`src/hdl/usd_pkg.sv`:
```
`timescale 1ns / 1ps

package usd_pkg;

  localparam int BLOCK_BYTES = 512;
  localparam int NAME_BYTES  = 100;
  localparam int SIZE_DIGITS = 12;
  localparam int SIZE_OFFSET = 124;

  localparam int OFF_W  = $clog2(BLOCK_BYTES);
  localparam int SIZE_W = 36;
  localparam int KIND_W = 3;

  localparam logic [OFF_W-1:0] LAST_OFF   = OFF_W'(BLOCK_BYTES - 1);
  localparam logic [OFF_W-1:0] NAME_END   = OFF_W'(NAME_BYTES);
  localparam logic [OFF_W-1:0] SIZE_START = OFF_W'(SIZE_OFFSET);
  localparam logic [OFF_W-1:0] SIZE_END   = OFF_W'(SIZE_OFFSET + SIZE_DIGITS);

  localparam logic [7:0] CH_NUL   = 8'h00;
  localparam logic [7:0] CH_SPACE = 8'h20;
  localparam logic [7:0] CH_ZERO  = 8'h30;
  localparam logic [7:0] CH_SEVEN = 8'h37;

  typedef enum logic [KIND_W-1:0] {
    K_NAME  = 3'd0,
    K_HDR   = 3'd1,
    K_DATA  = 3'd2,
    K_END   = 3'd3,
    K_TRUNC = 3'd4
  } kind_t;

  typedef struct packed {
    logic [7:0] byte_req;
    logic       final_req;
  } item_t;

  typedef struct packed {
    kind_t             kind;
    logic [7:0]        value;
    logic [SIZE_W-1:0] entry_size;
    logic              entry_last;
    logic              archive_end;
  } result_t;

  // flow control between the pipeline stages
  typedef struct packed {
    logic valid;
    logic advance;
  } flow_t;

endpackage

```
`src/hdl/usd_if.sv`:
```
`timescale 1ns / 1ps

interface usd_in_if;
  logic       valid;
  logic       ready;
  logic [7:0] byte_req;
  logic       final_req;

  modport source (output valid, output byte_req, output final_req, input ready);
  modport sink (input valid, input byte_req, input final_req, output ready);
endinterface

interface usd_out_if;
  logic        valid;
  logic        ready;
  logic [2:0]  kind;
  logic [7:0]  value;
  logic [35:0] entry_size;
  logic        entry_last;
  logic        archive_end;

  modport source (output valid, output kind, output value, output entry_size,
                  output entry_last, output archive_end, input ready);
  modport sink (input valid, input kind, input value, input entry_size,
                input entry_last, input archive_end, output ready);
endinterface

```
`src/hdl/ustar_stream_deframer.sv`:
```
`timescale 1ns / 1ps

// channel   dir  fields                                          handshake
// in_ch     in   byte_req[7:0], final_req                        valid/ready
// out_ch    out  kind[2:0], value[7:0], entry_size[35:0],        valid/ready
//                entry_last, archive_end
//
// one byte per cycle sustained while out_ch is ready; a result reaches out_ch from its byte
// through the input register, then the parse logic into the output register
// bytes that give no result pass through without using an output slot
// synchronous active-low reset returns the parser to the header phase
// a stalled output holds its item; in_ready drops only when both stages are full

module ustar_stream_deframer import usd_pkg::*; (
  input  logic clk,
  input  logic rst_n,
  usd_in_if.sink    in_ch,
  usd_out_if.source out_ch
);

  item_t   in_item;
  item_t   s1_item;
  flow_t   s1_flow;
  logic    advance;
  logic    res_valid;
  result_t res;
  result_t out_res;

  assign in_item.byte_req  = in_ch.byte_req;
  assign in_item.final_req = in_ch.final_req;

  usd_in_reg u_in_reg (
    .clk      (clk),
    .rst_n    (rst_n),
    .in_valid (in_ch.valid),
    .in_ready (in_ch.ready),
    .in_item  (in_item),
    .advance  (advance),
    .s1_flow  (s1_flow),
    .s1_item  (s1_item)
  );

  usd_parser u_parser (
    .clk       (clk),
    .rst_n     (rst_n),
    .s1_flow   (s1_flow),
    .s1_item   (s1_item),
    .res_valid (res_valid),
    .res       (res)
  );

  usd_out_reg u_out_reg (
    .clk       (clk),
    .rst_n     (rst_n),
    .res_valid (res_valid),
    .res       (res),
    .advance   (advance),
    .out_valid (out_ch.valid),
    .out_ready (out_ch.ready),
    .out_res   (out_res)
  );

  assign out_ch.kind        = out_res.kind;
  assign out_ch.value       = out_res.value;
  assign out_ch.entry_size  = out_res.entry_size;
  assign out_ch.entry_last  = out_res.entry_last;
  assign out_ch.archive_end = out_res.archive_end;

endmodule

```
`src/hdl/usd_in_reg.sv`:
```
`timescale 1ns / 1ps

module usd_in_reg import usd_pkg::*; (
  input  logic  clk,
  input  logic  rst_n,
  input  logic  in_valid,
  output logic  in_ready,
  input  item_t in_item,
  input  logic  advance,
  output flow_t s1_flow,
  output item_t s1_item
);

  logic  valid_r;
  item_t item_r;

  assign in_ready = !valid_r || advance;

  always_ff @(posedge clk) begin
    if (!rst_n) begin
      valid_r <= 1'b0;
    end else if (in_ready) begin
      valid_r <= in_valid;
    end
  end

  always_ff @(posedge clk) begin
    if (in_ready && in_valid) begin
      item_r <= in_item;
    end
  end

  assign s1_flow.valid   = valid_r;
  assign s1_flow.advance = advance;
  assign s1_item         = item_r;

endmodule

```
`src/hdl/usd_parser.sv`:
```
`timescale 1ns / 1ps

module usd_parser import usd_pkg::*; (
  input  logic    clk,
  input  logic    rst_n,
  input  flow_t   s1_flow,
  input  item_t   s1_item,
  output logic    res_valid,
  output result_t res
);

  typedef enum logic [1:0] {
    PH_HEADER = 2'd0,
    PH_DATA   = 2'd1,
    PH_PAD    = 2'd2,
    PH_DONE   = 2'd3
  } phase_t;

  phase_t            phase_r, phase_nxt;
  logic [OFF_W-1:0]  off_r, off_nxt;
  logic              closed_r, closed_nxt;
  logic              az_r, az_nxt;
  logic [SIZE_W-1:0] acc_r, acc_nxt;
  logic              stopped_r, stopped_nxt;
  logic [SIZE_W-1:0] remain_r, remain_nxt;

  logic              fire;
  logic              emit;
  logic              clear_hdr;
  logic              do_restart;
  logic [7:0]        b;
  logic              fin;
  logic [OFF_W-1:0]  off_inc;
  logic [SIZE_W-1:0] rem;
  logic              rem_zero;
  logic              az_upd;
  logic              in_size;
  logic              is_digit;
  logic              stop_upd;
  logic [SIZE_W-1:0] acc_upd;
  logic              in_name;
  logic              name_out;
  logic              closed_upd;

  assign fire = s1_flow.valid && s1_flow.advance;
  assign b    = s1_item.byte_req;
  assign fin  = s1_item.final_req;

  assign off_inc  = off_r + OFF_W'(1);
  assign rem      = (remain_r == '0) ? '0 : remain_r - SIZE_W'(1);
  assign rem_zero = (rem == '0);

  assign az_upd   = az_r && (b == CH_NUL);
  assign in_size  = (off_r >= SIZE_START) && (off_r < SIZE_END) && !stopped_r;
  assign is_digit = (b >= CH_ZERO) && (b <= CH_SEVEN);
  assign stop_upd = stopped_r || (in_size && (b == CH_NUL || b == CH_SPACE));
  // shift in one octal digit, wrapping at the accumulator width
  assign acc_upd  = (in_size && is_digit) ? {acc_r[SIZE_W-4:0], b[2:0]} : acc_r;

  assign in_name    = (off_r < NAME_END) && !closed_r;
  assign name_out   = in_name && (b != CH_NUL);
  assign closed_upd = closed_r || (in_name && (b == CH_NUL));

  always_comb begin
    phase_nxt   = phase_r;
    off_nxt     = off_r;
    closed_nxt  = closed_r;
    az_nxt      = az_r;
    acc_nxt     = acc_r;
    stopped_nxt = stopped_r;
    remain_nxt  = remain_r;
    emit        = 1'b0;
    clear_hdr   = 1'b0;
    do_restart  = 1'b0;
    res.kind        = K_NAME;
    res.value       = 8'h00;
    res.entry_size  = '0;
    res.entry_last  = 1'b0;
    res.archive_end = 1'b0;

    unique case (phase_r)
      PH_HEADER: begin
        closed_nxt  = closed_upd;
        az_nxt      = az_upd;
        acc_nxt     = acc_upd;
        stopped_nxt = stop_upd;
        if (off_r == LAST_OFF) begin
          emit      = 1'b1;
          clear_hdr = 1'b1;
          priority if (az_upd) begin
            do_restart      = 1'b1;
            phase_nxt       = fin ? PH_HEADER : PH_DONE;
            res.kind        = K_END;
            res.archive_end = 1'b1;
          end else if (fin) begin
            do_restart      = 1'b1;
            phase_nxt       = PH_HEADER;
            res.kind        = (acc_upd == '0) ? K_HDR : K_TRUNC;
            res.archive_end = 1'b1;
          end else begin
            remain_nxt     = acc_upd;
            phase_nxt      = (acc_upd != '0) ? PH_DATA : PH_HEADER;
            res.kind       = K_HDR;
            res.entry_size = acc_upd;
          end
        end else begin
          off_nxt = off_inc;
          priority if (fin) begin
            emit            = 1'b1;
            clear_hdr       = 1'b1;
            do_restart      = 1'b1;
            phase_nxt       = PH_HEADER;
            res.kind        = K_END;
            res.archive_end = 1'b1;
          end else if (name_out) begin
            emit      = 1'b1;
            res.kind  = K_NAME;
            res.value = b;
          end else begin
          end
        end
      end
      PH_DATA: begin
        off_nxt = off_inc;
        emit    = 1'b1;
        if (fin) begin
          clear_hdr       = 1'b1;
          do_restart      = 1'b1;
          phase_nxt       = PH_HEADER;
          res.archive_end = 1'b1;
          if (rem_zero) begin
            res.kind       = K_DATA;
            res.value      = b;
            res.entry_last = 1'b1;
          end else begin
            res.kind = K_TRUNC;
          end
        end else begin
          remain_nxt     = rem;
          res.kind       = K_DATA;
          res.value      = b;
          res.entry_last = rem_zero;
          if (rem_zero) begin
            if (off_inc == '0) begin
              clear_hdr = 1'b1;
              phase_nxt = PH_HEADER;
            end else begin
              phase_nxt = PH_PAD;
            end
          end
        end
      end
      PH_PAD: begin
        off_nxt = off_inc;
        if (fin) begin
          emit            = 1'b1;
          clear_hdr       = 1'b1;
          do_restart      = 1'b1;
          phase_nxt       = PH_HEADER;
          res.kind        = K_END;
          res.archive_end = 1'b1;
        end else if (off_inc == '0) begin
          clear_hdr = 1'b1;
          phase_nxt = PH_HEADER;
        end
      end
      PH_DONE: begin
        // trailing bytes after the end block are dropped
        if (fin) begin
          clear_hdr  = 1'b1;
          do_restart = 1'b1;
          phase_nxt  = PH_HEADER;
        end
      end
      default: begin
        phase_nxt = PH_HEADER;
      end
    endcase

    if (clear_hdr) begin
      off_nxt     = '0;
      closed_nxt  = 1'b0;
      az_nxt      = 1'b1;
      acc_nxt     = '0;
      stopped_nxt = 1'b0;
    end
    if (do_restart) begin
      remain_nxt = '0;
    end
  end

  assign res_valid = fire && emit;

  always_ff @(posedge clk) begin
    if (!rst_n) begin
      phase_r   <= PH_HEADER;
      off_r     <= '0;
      closed_r  <= 1'b0;
      az_r      <= 1'b1;
      acc_r     <= '0;
      stopped_r <= 1'b0;
      remain_r  <= '0;
    end else if (fire) begin
      phase_r   <= phase_nxt;
      off_r     <= off_nxt;
      closed_r  <= closed_nxt;
      az_r      <= az_nxt;
      acc_r     <= acc_nxt;
      stopped_r <= stopped_nxt;
      remain_r  <= remain_nxt;
    end
  end

  a_data_has_bytes: assert property (@(posedge clk) disable iff (!rst_n)
    phase_r == PH_DATA |-> remain_r != '0)
    else $error("data phase with no bytes left");

  a_pad_mid_block: assert property (@(posedge clk) disable iff (!rst_n)
    phase_r == PH_PAD |-> off_r != '0)
    else $error("padding phase at a block boundary");

  a_trunc_restarts: assert property (@(posedge clk) disable iff (!rst_n)
    (res_valid && res.kind == K_TRUNC) |=>
      (phase_r == PH_HEADER && off_r == '0 && remain_r == '0))
    else $error("truncation result without restart");

endmodule

```
`src/hdl/usd_out_reg.sv`:
```
`timescale 1ns / 1ps

module usd_out_reg import usd_pkg::*; (
  input  logic    clk,
  input  logic    rst_n,
  input  logic    res_valid,
  input  result_t res,
  output logic    advance,
  output logic    out_valid,
  input  logic    out_ready,
  output result_t out_res
);

  logic    valid_r;
  result_t res_r;

  assign advance = !valid_r || out_ready;

  always_ff @(posedge clk) begin
    if (!rst_n) begin
      valid_r <= 1'b0;
    end else if (advance) begin
      valid_r <= res_valid;
    end
  end

  always_ff @(posedge clk) begin
    if (advance && res_valid) begin
      res_r <= res;
    end
  end

  assign out_valid = valid_r;
  assign out_res   = res_r;

  a_no_overwrite: assert property (@(posedge clk) disable iff (!rst_n)
    res_valid |-> advance)
    else $error("result produced while output register is blocked");

endmodule
```
`src/flat_wrapper.sv`:
```
// flat-port wrapper written by rule: the top's interface ports become plain ports
module ustar_stream_deframer_flat import usd_pkg::*;
  (clk, rst_n, in_ch_valid, in_ch_byte_req, in_ch_final_req, in_ch_ready, out_ch_valid, out_ch_kind, out_ch_value, out_ch_entry_size, out_ch_entry_last, out_ch_archive_end, out_ch_ready);
  usd_in_if in_ch_i ();
  usd_out_if out_ch_i ();
  input  logic clk;
  input  logic rst_n;
  input wire logic [$bits(in_ch_i.valid)-1:0] in_ch_valid;
  input wire logic [$bits(in_ch_i.byte_req)-1:0] in_ch_byte_req;
  input wire logic [$bits(in_ch_i.final_req)-1:0] in_ch_final_req;
  output wire logic [$bits(in_ch_i.ready)-1:0] in_ch_ready;
  output wire logic [$bits(out_ch_i.valid)-1:0] out_ch_valid;
  output wire logic [$bits(out_ch_i.kind)-1:0] out_ch_kind;
  output wire logic [$bits(out_ch_i.value)-1:0] out_ch_value;
  output wire logic [$bits(out_ch_i.entry_size)-1:0] out_ch_entry_size;
  output wire logic [$bits(out_ch_i.entry_last)-1:0] out_ch_entry_last;
  output wire logic [$bits(out_ch_i.archive_end)-1:0] out_ch_archive_end;
  input wire logic [$bits(out_ch_i.ready)-1:0] out_ch_ready;
  assign in_ch_i.valid = in_ch_valid;
  assign in_ch_i.byte_req = in_ch_byte_req;
  assign in_ch_i.final_req = in_ch_final_req;
  assign in_ch_ready = in_ch_i.ready;
  assign out_ch_valid = out_ch_i.valid;
  assign out_ch_kind = out_ch_i.kind;
  assign out_ch_value = out_ch_i.value;
  assign out_ch_entry_size = out_ch_i.entry_size;
  assign out_ch_entry_last = out_ch_i.entry_last;
  assign out_ch_archive_end = out_ch_i.archive_end;
  assign out_ch_i.ready = out_ch_ready;
  ustar_stream_deframer u_core (.clk(clk), .rst_n(rst_n), .in_ch(in_ch_i), .out_ch(out_ch_i));
endmodule
```
`config.mk`:
```
export PLATFORM = sky130hd
export DESIGN_NAME = ustar_stream_deframer_flat
export DESIGN_NICKNAME = d
export VERILOG_FILES = /design/src/hdl/usd_pkg.sv /design/src/hdl/usd_if.sv /design/src/hdl/ustar_stream_deframer.sv /design/src/hdl/usd_in_reg.sv /design/src/hdl/usd_parser.sv /design/src/hdl/usd_out_reg.sv /design/src/flat_wrapper.sv
export SDC_FILE = /design/constraint.sdc
export NUM_CORES = 1
export LEC_CHECK = 0
export BUFFER_PORTS_ARGS = -buffer_cell sky130_fd_sc_hd__buf_2
export CORE_MARGIN = 5
export CORE_UTILIZATION = 55
export DETAILED_ROUTE_END_ITERATION = 10
export GPL_ROUTABILITY_DRIVEN = 1
export PLACE_DENSITY = 0.84
export SYNTH_ARGS = -nofsm -noshare
export SYNTH_HDL_FRONTEND = slang
export SYNTH_SLANG_ARGS = --single-unit
```
`constraint.sdc`:
```
create_clock -name clk -period 6.4 [get_ports clk]
set_input_delay 0 -clock clk [delete_from_list [all_inputs] [get_ports clk]]
set_output_delay 0 -clock clk [all_outputs]
set_load 0.005 [all_outputs]
```
### After elaboration in Yosys (flattened, before gate mapping)

Index checks and enable logic that the tools add are counted.

* register bits: 146
* logic and storage cells: 139
* output and inout bits: 51

* equality and inequality tests: 12
* order comparisons: 5
* reduce and logical (&&, ||, !) cells: 40
* add/subtract/negate cells: 2
* multiplexer cells: 62
* bitwise gates (word level): 2

Operator list (count)
* 2-to-1 mux 36 bit: 9
* logical NOT 36 bit: 3
* case mux 36 bit (2 select lines): 1
* nonzero test 36 bit: 1
* subtractor 36 x 1 -> 36 bit, second input constant: 1
* 2-to-1 mux 8 bit: 4
* 2-to-1 mux 2 bit: 11
* 2-to-1 mux 1 bit: 21
* 2-to-1 mux 9 bit: 2
* case mux 9 bit (2 select lines): 1
* case mux 8 bit (2 select lines): 1
* 2-to-1 mux 3 bit: 5
* inequality test 3 bit, second input constant: 5
* logical AND 1 bit: 13
* 2-to-1 mux 11 bit: 1
* adder 9 x 1 -> 9 bit, second input constant: 1
* equality test 9 bit, second input constant: 1
* >= comparator 9 x 7 -> 1 bit, second input constant: 1
* logical NOT 9 bit: 1
* < comparator 9 x 7 -> 1 bit, second input constant: 1
* < comparator 9 x 8 -> 1 bit, second input constant: 1
* case mux 3 bit (3 select lines): 1
* equality test 8 x 6 -> 1 bit, second input constant: 1
* >= comparator 8 x 6 -> 1 bit, second input constant: 1
* 22 further kinds: 35

### Logic depth before layout (Yosys ltp)

* depth after elaboration: 11
* depth in mapped cells: 15

### Modules after synthesis

From an unflattened synthesis, not the netlist that was laid out.

* cell total of the unflattened synthesis: 815
* area, all modules: 7797.5 um^2

By module, submodules not included
* usd_parser: area an instance 5925.7 um^2, cells an instance 745, times used 1
* usd_out_reg: area an instance 1529.0 um^2, cells an instance 54, times used 1
* usd_in_reg: area an instance 342.8 um^2, cells an instance 16, times used 1

### Worst setup path before layout

Ideal clock, no wire load.

* path kind: reg-to-reg
* start: reg u_core.u_parser.off_r[0]
* end: reg u_core.u_out_reg.res_r (netlist bit u_core.u_out_reg.out_res[0]) (enable)
* arrival: 5.285 ns
* setup time: 0.519 ns
* cell stages (with the launch flop): 11
* path buffers: 1
* setup slack: 0.596 ns
* cell sequence: dfxtp_1 -> ha_1 -> and3_1 -> and3_1 -> and3_1 -> ha_1 -> clkbuf_1 -> a21oi_1 -> o21ai_0 -> nor2_1 -> nor3_1

* word-level cells in the longest chain between the ends: 9
* elaborated cells between the ends (all ways): 10
* classes of those cells: 1 x order compare; 1 x eq/ne; 4 x mux; 4 x reduce/logical

RTL lines
* start, declared: line usd_parser.sv:20 `logic [OFF_W-1:0] off_r, off_nxt;`
* start signal, assigned: line usd_parser.sv:205 `off_r <= off_nxt;`
* < comparator 9 x 7 -> 1 bit: line usd_parser.sv:60 `assign in_name = (off_r < NAME_END) && !closed_r;`
* logical AND 1 bit: line usd_parser.sv:60
* logical AND 1 bit: line usd_parser.sv:61 `assign name_out = in_name && (b != CH_NUL);`
* 2-to-1 mux 1 bit: line usd_parser.sv:115 `end else if (name_out) begin`
* 2-to-1 mux 1 bit: line usd_parser.sv:108 `priority if (fin) begin`
* 2-to-1 mux 1 bit (*): line usd_parser.sv:87 `if (off_r == LAST_OFF) begin`
* case mux 1 bit (3 select lines) (*): line usd_parser.sv:81 `unique case (phase_r)`
* logical AND 1 bit (*): line usd_parser.sv:192 `assign res_valid = fire && emit;`
* logical AND 1 bit (*): line usd_out_reg.sv:28 `if (advance && res_valid) begin`
* end signal, assigned: line usd_out_reg.sv:29 `res_r <= res;`
* end, declared: line usd_out_reg.sv:15 `result_t res_r;`

Mark *: on every way between the ends. The rest lies on a longest branch, timed or not.
A chain may end at the register's enable or synchronous reset.

### Worst setup path in the final report

* start: reg u_core.u_parser.remain_r[0]
* end: reg u_core.u_parser.acc_r[12]

* word-level cells in the longest chain between the ends: 8
* elaborated cells between the ends (all ways): 10
* classes of those cells: 1 x add/sub; 5 x mux; 4 x reduce/logical

RTL lines
* start, declared: line usd_parser.sv:25 `logic [SIZE_W-1:0] remain_r, remain_nxt;`
* start signal, assigned: line usd_parser.sv:210 `remain_r <= remain_nxt;`
* subtractor 36 x 1 -> 36 bit / logical NOT 36 bit (equally long branches): line usd_parser.sv:50 `assign rem = (remain_r == '0) ? '0 : remain_r - SIZE_W'(1);`
* 2-to-1 mux 36 bit (*): line usd_parser.sv:50
* logical NOT 36 bit (*): line usd_parser.sv:51 `assign rem_zero = (rem == '0);`
* 2-to-1 mux 1 bit (*): line usd_parser.sv:143 `if (rem_zero) begin`
* 2-to-1 mux 1 bit (*): line usd_parser.sv:126 `if (fin) begin`
* case mux 1 bit (4 select lines) (*): line usd_parser.sv:81
* nonzero test 2 bit (no line)
* AND reduction 2 bit (no line)
* end signal, assigned: line usd_parser.sv:208 `acc_r <= acc_nxt;`
* end, declared: line usd_parser.sv:23 `logic [SIZE_W-1:0] acc_r, acc_nxt;`

Marks and branches as above.

==> metrics.md <==
| Metric | Value |
|---|---|
| Largest net degree at the start of global routing | 46 |
| Multi-input logic area | 0.00371 mm2 |
| Gpl congestion | 0.983 |
| Reg area | 0.00350 mm2 |
| FP Rows | 42 |
| Slew @ Worst Pin | 0.969 ns |
| Post-synth net total | 825 |
| Clock root buffer | clkbuf_16 |
| CTS H-tree lvls | 4 |
| NetSw | 0.000446 W |
| Final slew viol count | 0 |
| Lkg Pwr | 3.21 nW |
| Worst skew pair latency | 0.43 ns |
| Max VDD drop | 0.170 mV |
| Core Area | 0.0133 mm2 |
| Num CTS Buffers | 17 |
| CP Launch Type | flop |
| Max-cap violations | 0 |
| Tmin final | 4.52 ns |
| Clock Power Share | 48.9% |
| Final-report hold violation count | 0 |
| Worst endpoint required time | 6.71 ns |
| Gr ovfl total | 0 |
| Pwr Density | 243 mW/mm2 |
| Final setup TNS | 0 ns |
| Yosys synthesis warning count | 0 |
| Synth unique cells | 67 |
| Mapped Avg Cell Area | 9.34 um2 |
| Clock buffer depth | 2 |
| Num Clock Sinks | 146 |
| WL per Instance | 19.3 um |
| Most frequent cells after synthesis | nor2_1 (104), dfxtp_1 (88), edfxtp_1 (58) |
| First-pass GRT wire length | 32.1 mm |
| Clock transition at path regs | 0.06 ns |
| Post-synthesis sequential area ratio | 46.8% |
| Top FF cell, synth | dfxtp_1 |
| Seq pwr share | 47.5% |
| DRT iter0 DRCs | 895 |
| Relative slew slack | 34.8% |
| Max Fclk | 221 MHz |
| Initial core utilization | 56.4% |
| Final Power | 0.00210 W |
| Total die area | 0.0161 mm2 |
| Number of global-route vias before repair | 6157 |
| Mapped Cells | 802 |
| WL final | 20.1 mm |
| Synth Register Bits | 146 |
| Post-synth EDFFs | 58 |
| Fill cells | 1011 |
| Post-layout util | 64.9% |
| Initial antenna violation count | 0 |
| Die Y | 127 um |
| Combinational Power Share | 3.6% |
| Post-CTS Setup Inserts | 0 |
| # DRC | 0 |
| TritonRoute pass-1 iters | 7 |
| Setup violators final | 0 |
| Max Clock Skew | 0.0146 ns |
| Routed vias/inst | 6.50 |
| Share of layout cells above drive strength 1 | 14.2% |
| All-Layer GR Usage | 24.7% |
| Status | completed |
| Ranking of synthesized cells by area | dfxtp_1 (24%), edfxtp_1 (23%), mux2i_1 (5.3%) |
| Layout Nets | 877 |
| Mapped cell area | 0.00749 mm2 |
| Post-DP HPWL | 13.3 mm |
| IO Count | 64 |
| CP max FO | 35 |
| Sw frac | 21.2% |
| Area share of the largest cell type after synthesis | 23.5% |
| Worst hold slack | 0.288 ns |
| CTS tree | built |
| Final ANT Viol Nets | 0 |
| Top-count cell post-synth | nor2_1 |
| Async SR Flop Fraction | 0% |
| Yosys top cell by area | dfxtp_1 |
| Hold Path Class | input port to flop |
| Setup Crit Path Kind | flop to flop |
| Die X | 127 um |
| Area added between synthesis and finish | 15.2% |
| Vias | 6784 |
| CP arrival | 4.83 ns |
| Pint | 0.00165 W |
| CTS hold repair buffers | 13 |
| Final Cycle Share | 70.6% |
| Diodes inserted | 0 |
| Nature of the critical path endpoint | flop |
| I/O Buffers | 63 |
| RSZ-0062 raised after global routing | no |
| Post_cts resized | 0 |
kinds of logic (layout without fill, tap and decap cells):
| group | Yosys count | in the layout | synth area share [%] |
|---|---|---|---|
| muxes | 40 | 40 | 5.34 |
| buffers and inverters | 70 | 135 | 3.92 |
| DFF | 146 | 146 | 46.8 |
| adders and majority gates | 10 | 10 | 1.67 |
| and+or+nand+nor | 328 | 328 | 22.2 |
| AOI/OAI and AO/OA | 189 | 189 | 17.8 |
| xor gates and xnor gates | 19 | 19 | 2.22 |
path summary, 6_finish.rpt:
kind	startpoint	slack, ns	depth (start not counted)	end
max	u_core.u_parser.remain_r[0]	1.88	12	u_core.u_parser.acc_r[12]
min	in_ch_byte_req[3]	0.29	2	u_core.u_in_reg.s1_item[4]
max reg2reg	u_core.u_parser.remain_r[0]	1.88	12	u_core.u_parser.acc_r[12]
min reg2reg	u_core.u_parser.off_r[8]	0.50	2	u_core.u_parser.off_r[8]
metal layers:
| layer | wire length, um | global-route usage [%] | vias to the layer above |
|---|---|---|---|
| met1 | 8340 | 33.7 | 3220 |
| li1 | - | - | 3119 |
| met2 | 9310 | 38.4 | 385 |
| met3 | 1870 | 5.30 | 60 |
| met5 | 0 | 0 | - |
| met4 | 568 | 9.72 | 0 |
stage by stage:
step / area [um2] / std cells / setup slack [ns]
floorplan: 7490 / 802 / 0.596
global placement: 7890 / 998 / 2.05
detailed placement: 7890 / 998 / 1.96
CTS: 8630 / 1043 / 1.92
global route: 8630 / 1043 / 1.72
finish: 8630 / 1043 / 1.88
critical path, stage by stage (launching register included):
cell	delay, ns
dfxtp_1	0.36
or4_1	0.66
or3_1	0.53
nor3_2	0.53
nand4_1	0.22
a211o_1	0.35
or4_4	0.53
a211oi_4	0.31
o21ai_2	0.17
o211ai_2	0.10
a21oi_2	0.07
buf_4	0.26
a22o_1	0.29
state kept, by name, indices dropped and copies added, names as in the netlist:
register	count
u_core.u_in_reg.s1_item	9
u_core.u_in_reg.valid_r	1
u_core.u_out_reg.out_res	49
u_core.u_out_reg.out_valid	1
u_core.u_parser.acc_r	36
u_core.u_parser.az_r	1
u_core.u_parser.closed_r	1
u_core.u_parser.off_r	9
u_core.u_parser.phase_r	2
u_core.u_parser.remain_r	36
u_core.u_parser.stopped_r	1
cells in the final DEF (no fill, tap or decap), drive strengths merged, types with 17 or more instances in the layout:
master,count
a22oi,28
buf,73
o22ai,18
clkbuf,20
nor2,104
mux2i,40
dfxtp,88
nor4,22
nand3,17
and2,18
nor3,31
a21oi,30
nand2,56
a22o,35
o21ai,34
edfxtp,58
inv,18
power by group through the flow:
stage          registers, W   logic, W  clock network, W
5_1_grt            0.000998  0.0000820           0.00108
4_1_cts            0.000996  0.0000747           0.00103
3_5_place_dp        0.00102  0.0000686                 0
6_report           0.000996  0.0000755           0.00103
2_1_floorplan       0.00102  0.0000364                 0
3_3_place_gp        0.00101  0.0000674                 0
layout make-up:
class	instances	share of cell area, %
clock buffers	20	5.31
repair buffers	86	6.03
multi-input cells	586	43.0
flip-flops and latches	146	40.6
inverters	17	0.739
well taps	176	2.55
clock inverters	12	1.77
No activity file was read; power rests on OpenSTA's default activity.
